==> src/rtl/core/hai_pkg.sv <==
// Hall angle interpolator package: shared types, codes and constants.
// Used by hai_ctrl, hai_datapath and hall_angle_interpolator. No dependencies.
`timescale 1ns / 1ps
`default_nettype none

package hai_pkg;

    localparam int ANGLE_OUT_W   = 16;
    localparam int PERIOD_FIELD_W = 16;
    localparam int STEP_W        = 15;
    localparam int SPEED_W       = 24;
    localparam int OFFSET_W      = 16;
    localparam int INC_NUM_W     = 24;
    localparam int SPD_NUM_W     = 26;
    localparam int CFG_DATA_W    = 26;
    localparam int CFG_IDX_W     = 2;
    localparam int HALL_W        = 3;

    // Both quotients run in lockstep over the widest numerator.
    localparam int DIV_STEPS     = SPD_NUM_W;
    localparam int DIV_CNT_W     = $clog2(DIV_STEPS);

    localparam logic [STEP_W-1:0]  STEP_MAX  = '1;
    localparam logic [SPEED_W-1:0] SPEED_MAX = '1;

    localparam logic [OFFSET_W-1:0]  PHASE_OFFSET_RST = 16'd40050;
    localparam logic [INC_NUM_W-1:0] INC_NUM_RST      = 24'd3495253;
    localparam logic [SPD_NUM_W-1:0] SPD_NUM_RST      = 26'd32000000;

    localparam logic KIND_TICK    = 1'b0;
    localparam logic KIND_CAPTURE = 1'b1;

    localparam logic [CFG_IDX_W-1:0] CFG_PHASE_OFFSET = 2'd0;
    localparam logic [CFG_IDX_W-1:0] CFG_INC_NUM      = 2'd1;
    localparam logic [CFG_IDX_W-1:0] CFG_SPD_NUM      = 2'd2;

    typedef logic [2:0] t_sector;
    localparam t_sector NO_SECTOR = 3'd7;

    // Sector per Hall code: 5,4,6,2,3,1 -> 0..5; 0 and 7 are invalid.
    localparam t_sector SECTOR_OF_HALL [8] = '{
        NO_SECTOR, 3'd5, 3'd3, 3'd4, 3'd1, 3'd0, 3'd2, NO_SECTOR
    };

    typedef enum logic [1:0] {
        S_IDLE,
        S_DIV,
        S_FINISH
    } t_state;

    typedef struct packed {
        logic load;
        logic div_step;
        logic commit;
    } t_dp_cmd;

    typedef struct packed {
        logic div_needed;
    } t_dp_sts;

endpackage

`default_nettype wire

==> src/rtl/core/hai_datapath.sv <==
// Hall angle interpolator datapath: config registers, angle/step/speed state,
// twin restoring dividers and the output register. Depends on hai_pkg.
`timescale 1ns / 1ps
`default_nettype none

module hai_datapath #(
    parameter int ANGLE_BITS  = 16,
    parameter int PERIOD_BITS = 16
) (
    input  wire logic                               i_clk,
    input  wire logic                               i_rst_n,
    input  wire hai_pkg::t_dp_cmd                   i_cmd,
    output hai_pkg::t_dp_sts                        o_sts,
    input  wire logic                               i_kind,
    input  wire logic [hai_pkg::PERIOD_FIELD_W-1:0] i_edge_period,
    input  wire logic [hai_pkg::HALL_W-1:0]         i_hall_state,
    input  wire logic                               i_cfg_valid,
    input  wire logic [hai_pkg::CFG_IDX_W-1:0]      i_cfg_index,
    input  wire logic [hai_pkg::CFG_DATA_W-1:0]     i_cfg_data,
    output logic      [hai_pkg::ANGLE_OUT_W-1:0]    o_angle,
    output logic      [hai_pkg::STEP_W-1:0]         o_angle_step,
    output logic      [hai_pkg::SPEED_W-1:0]        o_speed_rpm,
    output logic                                    o_hall_invalid
);

    localparam int PW = (PERIOD_BITS < hai_pkg::PERIOD_FIELD_W) ?
                        PERIOD_BITS : hai_pkg::PERIOD_FIELD_W;
    localparam int NW = hai_pkg::DIV_STEPS;
    localparam int SUM_W = (ANGLE_BITS > hai_pkg::STEP_W) ? ANGLE_BITS : hai_pkg::STEP_W;
    localparam int OFS_W = (ANGLE_BITS > hai_pkg::OFFSET_W) ? ANGLE_BITS : hai_pkg::OFFSET_W;
    localparam int OUT_W = (ANGLE_BITS > hai_pkg::ANGLE_OUT_W) ?
                           ANGLE_BITS : hai_pkg::ANGLE_OUT_W;

    logic [hai_pkg::OFFSET_W-1:0]  r_phase_offset;
    logic [hai_pkg::INC_NUM_W-1:0] r_inc_num;
    logic [hai_pkg::SPD_NUM_W-1:0] r_spd_num;

    logic [ANGLE_BITS-1:0]        r_angle;
    logic [hai_pkg::STEP_W-1:0]   r_step;
    logic [hai_pkg::SPEED_W-1:0]  r_speed;

    logic                         r_kind;
    hai_pkg::t_sector             r_sector;
    logic                         r_div_used;
    logic [PW-1:0]                r_period;
    logic [NW-1:0]                r_nq_inc;
    logic [NW-1:0]                r_nq_spd;
    logic [PW-1:0]                r_rem_inc;
    logic [PW-1:0]                r_rem_spd;

    logic [hai_pkg::ANGLE_OUT_W-1:0] r_o_angle;
    logic [hai_pkg::STEP_W-1:0]      r_o_step;
    logic [hai_pkg::SPEED_W-1:0]     r_o_speed;
    logic                            r_o_invalid;

    logic [ANGLE_BITS-1:0] w_base [6];

    for (genvar k = 0; k < 6; k++) begin : g_base
        localparam logic [63:0] BASE = ((64'(k) << ANGLE_BITS) + 64'd3) / 64'd6;
        assign w_base[k] = BASE[ANGLE_BITS-1:0];
    end

    // divider trial subtract, one quotient bit per cycle
    logic [PW:0]   w_trial_inc, w_trial_spd, w_diff_inc, w_diff_spd;
    logic          w_qb_inc, w_qb_spd;
    logic [PW-1:0] n_rem_inc, n_rem_spd;

    always_comb begin
        w_trial_inc = {r_rem_inc, r_nq_inc[NW-1]};
        w_trial_spd = {r_rem_spd, r_nq_spd[NW-1]};
        w_diff_inc  = w_trial_inc - {1'b0, r_period};
        w_diff_spd  = w_trial_spd - {1'b0, r_period};
        w_qb_inc    = (w_trial_inc >= {1'b0, r_period});
        w_qb_spd    = (w_trial_spd >= {1'b0, r_period});
        n_rem_inc   = w_qb_inc ? w_diff_inc[PW-1:0] : w_trial_inc[PW-1:0];
        n_rem_spd   = w_qb_spd ? w_diff_spd[PW-1:0] : w_trial_spd[PW-1:0];
    end

    logic [hai_pkg::STEP_W-1:0]  w_step_sat;
    logic [hai_pkg::SPEED_W-1:0] w_speed_sat;
    logic [SUM_W-1:0]            w_tick_sum;
    logic [OFS_W-1:0]            w_snap_sum;
    logic                        w_invalid;
    logic [ANGLE_BITS-1:0]       n_angle;
    logic [hai_pkg::STEP_W-1:0]  n_step;
    logic [hai_pkg::SPEED_W-1:0] n_speed;
    logic [OUT_W-1:0]            w_angle_out;

    always_comb begin
        w_step_sat  = (|r_nq_inc[NW-1:hai_pkg::STEP_W]) ? hai_pkg::STEP_MAX :
                      r_nq_inc[hai_pkg::STEP_W-1:0];
        w_speed_sat = (|r_nq_spd[NW-1:hai_pkg::SPEED_W]) ? hai_pkg::SPEED_MAX :
                      r_nq_spd[hai_pkg::SPEED_W-1:0];
        w_tick_sum  = SUM_W'(r_angle) + SUM_W'(r_step);
        w_snap_sum  = OFS_W'(w_base[r_sector]) + OFS_W'(r_phase_offset);
        w_invalid   = (r_kind == hai_pkg::KIND_CAPTURE) && (r_sector == hai_pkg::NO_SECTOR);
        n_angle     = r_angle;
        n_step      = r_step;
        n_speed     = r_speed;
        if (r_kind == hai_pkg::KIND_TICK) begin
            n_angle = w_tick_sum[ANGLE_BITS-1:0];
        end else begin
            if (r_div_used) begin
                n_step  = w_step_sat;
                n_speed = w_speed_sat;
            end
            if (!w_invalid) begin
                n_angle = w_snap_sum[ANGLE_BITS-1:0];
            end
        end
        w_angle_out = OUT_W'(n_angle);
    end

    assign o_sts.div_needed = (i_kind == hai_pkg::KIND_CAPTURE) &&
                              (i_edge_period[PW-1:0] != '0);

    always_ff @(posedge i_clk) begin
        if (!i_rst_n) begin
            r_phase_offset <= hai_pkg::PHASE_OFFSET_RST;
            r_inc_num      <= hai_pkg::INC_NUM_RST;
            r_spd_num      <= hai_pkg::SPD_NUM_RST;
            r_angle        <= '0;
            r_step         <= '0;
            r_speed        <= '0;
        end else begin
            if (i_cfg_valid) begin
                case (i_cfg_index)
                    hai_pkg::CFG_PHASE_OFFSET: r_phase_offset <= i_cfg_data[hai_pkg::OFFSET_W-1:0];
                    hai_pkg::CFG_INC_NUM:      r_inc_num <= i_cfg_data[hai_pkg::INC_NUM_W-1:0];
                    hai_pkg::CFG_SPD_NUM:      r_spd_num <= i_cfg_data[hai_pkg::SPD_NUM_W-1:0];
                    default: ;
                endcase
            end
            if (i_cmd.commit) begin
                r_angle <= n_angle;
                r_step  <= n_step;
                r_speed <= n_speed;
            end
        end
    end

    always_ff @(posedge i_clk) begin
        if (i_cmd.load) begin
            r_kind     <= i_kind;
            r_sector   <= hai_pkg::SECTOR_OF_HALL[i_hall_state];
            r_div_used <= o_sts.div_needed;
            r_period   <= i_edge_period[PW-1:0];
            r_nq_inc   <= NW'(r_inc_num);
            r_nq_spd   <= NW'(r_spd_num);
            r_rem_inc  <= '0;
            r_rem_spd  <= '0;
        end else if (i_cmd.div_step) begin
            r_nq_inc  <= {r_nq_inc[NW-2:0], w_qb_inc};
            r_nq_spd  <= {r_nq_spd[NW-2:0], w_qb_spd};
            r_rem_inc <= n_rem_inc;
            r_rem_spd <= n_rem_spd;
        end
        if (i_cmd.commit) begin
            r_o_angle   <= w_angle_out[hai_pkg::ANGLE_OUT_W-1:0];
            r_o_step    <= n_step;
            r_o_speed   <= n_speed;
            r_o_invalid <= w_invalid;
        end
    end

    assign o_angle        = r_o_angle;
    assign o_angle_step   = r_o_step;
    assign o_speed_rpm    = r_o_speed;
    assign o_hall_invalid = r_o_invalid;

endmodule

`default_nettype wire

==> src/rtl/core/hai_ctrl.sv <==
// Hall angle interpolator controller: sequences load, divide and commit,
// owns the handshakes and the output valid flag. Depends on hai_pkg.
`timescale 1ns / 1ps
`default_nettype none

module hai_ctrl (
    input  wire logic             i_clk,
    input  wire logic             i_rst_n,
    input  wire logic             i_valid,
    output logic                  o_stall,
    output logic                  o_valid,
    input  wire logic             i_stall,
    output hai_pkg::t_dp_cmd      o_cmd,
    input  wire hai_pkg::t_dp_sts i_sts
);

    localparam logic [hai_pkg::DIV_CNT_W-1:0] LAST_STEP =
        hai_pkg::DIV_CNT_W'(hai_pkg::DIV_STEPS - 1);

    hai_pkg::t_state               r_state, n_state;
    logic [hai_pkg::DIV_CNT_W-1:0] r_cnt, n_cnt;
    logic                          r_out_valid, n_out_valid;

    always_ff @(posedge i_clk) begin
        if (!i_rst_n) begin
            r_state     <= hai_pkg::S_IDLE;
            r_cnt       <= '0;
            r_out_valid <= 1'b0;
        end else begin
            r_state     <= n_state;
            r_cnt       <= n_cnt;
            r_out_valid <= n_out_valid;
        end
    end

    always_comb begin
        n_state = r_state;
        n_cnt   = r_cnt;
        o_cmd   = '0;
        o_stall = (r_state != hai_pkg::S_IDLE);
        case (r_state)
            hai_pkg::S_IDLE: begin
                if (i_valid) begin
                    o_cmd.load = 1'b1;
                    n_cnt      = '0;
                    n_state    = i_sts.div_needed ? hai_pkg::S_DIV : hai_pkg::S_FINISH;
                end
            end
            hai_pkg::S_DIV: begin
                o_cmd.div_step = 1'b1;
                n_cnt          = r_cnt + 1'b1;
                if (r_cnt == LAST_STEP) begin
                    n_state = hai_pkg::S_FINISH;
                end
            end
            hai_pkg::S_FINISH: begin
                if (!r_out_valid || !i_stall) begin
                    o_cmd.commit = 1'b1;
                    n_state      = hai_pkg::S_IDLE;
                end
            end
            default: begin
                n_state = hai_pkg::S_IDLE;
            end
        endcase
        n_out_valid = o_cmd.commit || (r_out_valid && i_stall);
    end

    assign o_valid = r_out_valid;

    a_no_overwrite: assert property (@(posedge i_clk) disable iff (!i_rst_n)
        o_cmd.commit |-> !(r_out_valid && i_stall))
        else $error("result word overwritten while held");

    a_div_entry: assert property (@(posedge i_clk) disable iff (!i_rst_n)
        (o_cmd.load && i_sts.div_needed) |=> (r_state == hai_pkg::S_DIV && r_cnt == '0))
        else $error("divide did not start after capture load");

    a_div_length: assert property (@(posedge i_clk) disable iff (!i_rst_n)
        (r_state == hai_pkg::S_DIV && r_cnt != LAST_STEP) |=> r_state == hai_pkg::S_DIV)
        else $error("divide left early");

    a_commit_valid: assert property (@(posedge i_clk) disable iff (!i_rst_n)
        o_cmd.commit |=> o_valid)
        else $error("commit did not raise valid");

endmodule

`default_nettype wire

==> src/rtl/core/hall_angle_interpolator.sv <==
// Hall angle interpolator top level: ports, controller and datapath.
// Depends on hai_pkg, hai_ctrl and hai_datapath.
`timescale 1ns / 1ps
`default_nettype none

// Each word gives one result word. A tick goes from load to the finish state and
// commits to the output register; a capture with a nonzero edge period first runs
// the 26-step restoring divider that forms the angle increment and speed side by
// side, one quotient bit per cycle. A capture with a zero period skips the divider.
// A new word is accepted while the previous result still waits at the output.
// Config writes are always ready; write only while the block is idle.

module hall_angle_interpolator #(
    parameter int ANGLE_BITS  = 16,
    parameter int PERIOD_BITS = 16
) (
    input  wire logic                               i_clk,
    input  wire logic                               i_rst_n,
    input  wire logic                               i_valid,
    output logic                                    o_stall,
    input  wire logic                               i_kind,
    input  wire logic [hai_pkg::PERIOD_FIELD_W-1:0] i_edge_period,
    input  wire logic [hai_pkg::HALL_W-1:0]         i_hall_state,
    output logic                                    o_valid,
    input  wire logic                               i_stall,
    output logic      [hai_pkg::ANGLE_OUT_W-1:0]    o_angle,
    output logic      [hai_pkg::STEP_W-1:0]         o_angle_step,
    output logic      [hai_pkg::SPEED_W-1:0]        o_speed_rpm,
    output logic                                    o_hall_invalid,
    input  wire logic                               i_cfg_valid,
    output logic                                    o_cfg_ready,
    input  wire logic [hai_pkg::CFG_IDX_W-1:0]      i_cfg_index,
    input  wire logic [hai_pkg::CFG_DATA_W-1:0]     i_cfg_data
);

    hai_pkg::t_dp_cmd w_cmd;
    hai_pkg::t_dp_sts w_sts;

    assign o_cfg_ready = 1'b1;

    hai_ctrl u_ctrl (
        .i_clk   (i_clk),
        .i_rst_n (i_rst_n),
        .i_valid (i_valid),
        .o_stall (o_stall),
        .o_valid (o_valid),
        .i_stall (i_stall),
        .o_cmd   (w_cmd),
        .i_sts   (w_sts)
    );

    hai_datapath #(
        .ANGLE_BITS  (ANGLE_BITS),
        .PERIOD_BITS (PERIOD_BITS)
    ) u_datapath (
        .i_clk          (i_clk),
        .i_rst_n        (i_rst_n),
        .i_cmd          (w_cmd),
        .o_sts          (w_sts),
        .i_kind         (i_kind),
        .i_edge_period  (i_edge_period),
        .i_hall_state   (i_hall_state),
        .i_cfg_valid    (i_cfg_valid),
        .i_cfg_index    (i_cfg_index),
        .i_cfg_data     (i_cfg_data),
        .o_angle        (o_angle),
        .o_angle_step   (o_angle_step),
        .o_speed_rpm    (o_speed_rpm),
        .o_hall_invalid (o_hall_invalid)
    );

endmodule

`default_nettype wire
==> config.mk <==
export PLATFORM = sky130hd
export DESIGN_NAME = hall_angle_interpolator
export DESIGN_NICKNAME = d
export VERILOG_FILES = /design/src/rtl/core/hai_pkg.sv /design/src/rtl/core/hai_datapath.sv /design/src/rtl/core/hai_ctrl.sv /design/src/rtl/core/hall_angle_interpolator.sv
export SDC_FILE = /design/constraint.sdc
export NUM_CORES = 1
export LEC_CHECK = 0
export BUFFER_PORTS_ARGS = -buffer_cell sky130_fd_sc_hd__buf_2
export CAP_MARGIN = 20
export CORE_ASPECT_RATIO = 1.75
export CORE_MARGIN = 2
export CORE_UTILIZATION = 50
export CTS_BUF_LIST = sky130_fd_sc_hd__clkbuf_16
export DETAILED_ROUTE_END_ITERATION = 7
export PLACE_DENSITY = 0.74
export SLEW_MARGIN = 10
export SYNTH_ARGS = -nofsm -noshare
export SYNTH_HDL_FRONTEND = slang
export SYNTH_SLANG_ARGS = --single-unit
==> constraint.sdc <==
create_clock -name i_clk -period 8.75 [get_ports i_clk]
set_input_delay 0.875 -clock i_clk [delete_from_list [all_inputs] [get_ports i_clk]]
set_output_delay 0.875 -clock i_clk [all_outputs]
set_load 0.005 [all_outputs]
==> run summary <==
Async set-or-reset flop fraction in the synthesized netlist: 0%
GR Layer Usage met1: 25.0%
Sequential share of the synthesized area: 49.1%
Hold path depth: 2
Io pins: 112
Synth Register Bits: 290
GRT busiest layer: met2
Number of global-route vias before repair: 11272
Slew headroom: 25.7%
Distinct cells, synth: 70
CP Capture Type: register
Htree depth: 1
Initial Util: 50.6%
Clk sink count: 290
Max Cap Viol: 0
Cells on worst reg2reg path: 9
Peak supply drop: 0.145 mV
Family with the most delay on the worst path: compound AO/OA/AOI/OAI gates
Worst r2r dst: u_datapath.o_angle[15]$_DFFE_PP_
Final Max Slew Viols: 0
First-pass GRT wire length: 58000 um
Slowest CP cell: edfxtp_1
Final hold vios: 0
Remaining antenna violation count: 0
CP arrival: 3.81 ns
Standard-cell row count: 82
Buffers on Ports: 110
Via count: 11403
DRC Markers: 0
Setup CP Type: register to register
CP peak stage delay: 0.58 ns
Critical Path Start: u_datapath.r_sector[2]$_DFFE_PP_
Via/cell ratio: 5.66
CP Buf/Inv Count: 0
Setup Viol. Count Final: 0
Initial antenna violation count: 3
GRT met3 Usage: 3.35%
Initial DRC count: 829
Final layout net count: 1738
Worst-margin pin slew: 1.10 ns
# hold bufs at CTS: 0
Worst R2R Start: u_datapath.r_sector[2]$_DFFE_PP_
Drt pass-1 iters: 7
PwrDens: 205 nW/um^2
Share of cells above drive strength 1: 11.2%
Wirelength per Cell: 18.5 um
Final Cycle Share: 39.9%
Clk_lat worst skew: 0.56 ns
Worst-path cell chain: mux2_2, ha_1, and3_1, a2111o_1, o221a_4, o21ai_4, xnor2_1, xor2_1, a311o_1
Routed WL: 37300 um
Fin Setup TNS: 0 ns
Worst Hold Class: register to register
Sequential fraction of design power: 47.8%
Largest net degree at the start of global routing: 98
Post-synth EDFFs: 127
Worst setup SP type: register
Die Y: 229 um
Worst Path Required: 9.06 ns
Sw Ratio: 27.7%
Inserted Clock Buffers: 28
Hold_sp: u_datapath.r_rem_inc[15]$_SDFFE_PP0P_
DP Wirelength: 26600 um
Area of placed instances: 15200 sq um
FILL cells: 2619
TritonCTS clock tree: yes
Layout area overhead: 12.3%
Die area: 30300 sq um
Gr usage total: 24.1%
Post-route cell area: 16200 sq um
Post-CTS Resized: 0
Net Sw Power: 0.000922 W
Cell internal pwr: 0.00240 W
Leak Pwr: 6.70 nW
Reg clk slew, reported paths: 0.07 ns
Core box area: 28500 sq um
Synthesized area per cell: 9.38 sq um
GR Overflow Total: 0
Power share of the combinational group: 15.4%
Status: complete, no violations
Synthesized net count: 1665
CTS max path bufs: 3
Clk_skew: 0.0177 ns
F_max: 286 MHz
WP depth: 9
Final min period: 3.49 ns
Clock share of power: 36.9%
CP max FO: 12
Mapped cell area: 14400 sq um
Setup crit end: u_datapath.o_angle[15]$_DFFE_PP_
Synth Flop Type: dfxtp_1
RSZ-0062 raised after global routing: false
Root Buffer: clkbuf_16
Overall die width: 132 um
Grt met2 use: 45.1%
Reg2Reg Setup Slack: 5.26 ns
Cells after Synth: 1538
Setup repair bufs after CTS: 0
Syn. warnings: 0
GP Congestion: 0.941
==> layer usage <==
| layer | vias up | part of all wire [%] |
|---|---|---|
| met1 | 5464 | 37 |
| met3 | 116 | 4.1 |
| met4 | 2 | 6.5 |
| met2 | 267 | 53 |
| li1 | 5554 | - |
| met5 | - | 0.035 |
==> per-stage QoR <==
step                utilization, %  std cells  hold slack (ns)  power [W]  worst slack [ns]
finish                        56.8       2013            0.461    0.00332              5.26
global route                  56.7       2011            0.483    0.00345              5.18
CTS                           56.6       2009            0.459    0.00333              5.31
detailed placement            53.4       1957            0.450    0.00212              5.31
global placement              53.4       1957            0.435    0.00211              5.35
floorplan                        -       1538            0.427    0.00195              5.29
==> power groups by stage <==
stage / Sequential, W / Combinational (W) / Clock, W
global placement: 0.00161 / 0.000496 / 0
CTS: 0.00159 / 0.000508 / 0.00124
finish: 0.00159 / 0.000511 / 0.00122
detailed placement: 0.00162 / 0.000505 / 0
global route: 0.00160 / 0.000560 / 0.00129
floorplan: 0.00160 / 0.000350 / 0
==> layout by cell type, fill, tap and decap left out, drive strengths merged, types with 12 or more instances in the layout <==
master and n:
buf 122, o22a 39, nor2b 35, dfxtp 163, nor3 13, nand3 56, nand2 391, nand2b 12
o21a 13, clkinv 12, inv 50, clkbuf 30, a21o 17, mux2i 43, ha 70, a21boi 65
nor2 63, edfxtp 127, o21ai 63, xnor2 31, a21oi 51
==> Yosys cell counts, drive strengths merged (3+ instances only) <==
cell type	n	share of area (%)
a211oi	7	0.36
a21boi	65	3.4
a21o	17	0.89
a21oi	51	1.8
a22o	3	0.18
a311o	3	0.21
a31oi	7	0.30
a32oi	3	0.18
a41oi	4	0.24
and2	8	0.35
and3	8	0.35
buf	15	0.47
clkbuf	64	1.7
dfxtp	163	23
edfxtp	127	26
fa	4	0.56
ha	70	6.1
inv	43	1.1
mux2	3	0.23
mux2i	43	3.0
nand2	391	10
nand2b	12	0.52
nand3	56	1.9
nand3b	4	0.21
nand4	11	0.48
nor2	63	1.6
nor2b	35	1.5
nor3	13	0.45
nor3b	6	0.31
nor4	8	0.35
o211ai	11	0.57
o21a	13	0.68
o21ai	63	2.3
o21bai	5	0.26
o22a	39	2.4
o22ai	6	0.26
o311ai	4	0.24
o31a	7	0.43
o31ai	8	0.42
or2	5	0.22
xnor2	31	1.9
xor2	11	0.67
==> cells by family after synthesis <==
family          after synthesis  share of synthesized area, %
compound gates              333                          16.2
other cells                   1                        0.0260
buf+inv                     122                          3.25
simple gates                630                          19.1
fa+ha+maj                    74                          6.63
xor+xnor                     42                          2.55
flops                       290                          49.1
mux                          46                          3.22
==> worst register-to-register path: cells and delay by family (launching register included) <==
kind                       cells  cell delay, ns
adders and majority gates      1            0.38
AOI/OAI and AO/OA              4            1.33
and+or+nand+nor                1            0.20
xor gates and xnor gates       2            0.27
DFF                            1            0.58
muxes                          1            0.50
==> registers in the layout (all words and copies together), names as in the netlist, 2 cells and up <==
register and count:
u_datapath.r_phase_offset 16, u_ctrl.r_cnt 5, u_datapath.r_sector 3, u_datapath.r_step 15, u_datapath.o_angle_step 15, u_datapath.r_speed 24
u_datapath.r_spd_num 26, u_datapath.r_angle 16, u_datapath.r_nq_spd 26, u_datapath.r_rem_spd 16, u_datapath.o_speed_rpm 24, u_datapath.r_period 16
u_datapath.r_rem_inc 16, u_datapath.r_nq_inc 26, u_datapath.o_angle 16, u_ctrl.r_state 2, u_datapath.r_inc_num 24
==> how the worst min path moves through the flow <==
stage,endpoint
after global routing,u_datapath.r_rem_inc[15]$_SDFFE_PP0P_
final,u_datapath.r_rem_inc[15]$_SDFFE_PP0P_
after CTS,u_datapath.r_rem_inc[15]$_SDFFE_PP0P_
after floorplan,u_datapath.r_rem_inc[15]$_SDFFE_PP0P_
after global placement,u_datapath.r_rem_inc[15]$_SDFFE_PP0P_
after detailed placement,u_datapath.r_rem_inc[15]$_SDFFE_PP0P_
==> cell type report <==
cell class	count	area, sq um	area share [%]
sequential	290	7080	43.7
multi-input combinational	1126	6890	42.6
clock buffer	30	751	4.64
timing repair buffer	122	661	4.08
tap	378	473	2.92
clock inverter	22	168	1.04
inverter	43	164	1.01
antenna	2	5.00	0.0309
Note: power is estimated with default switching activity, not from simulation.
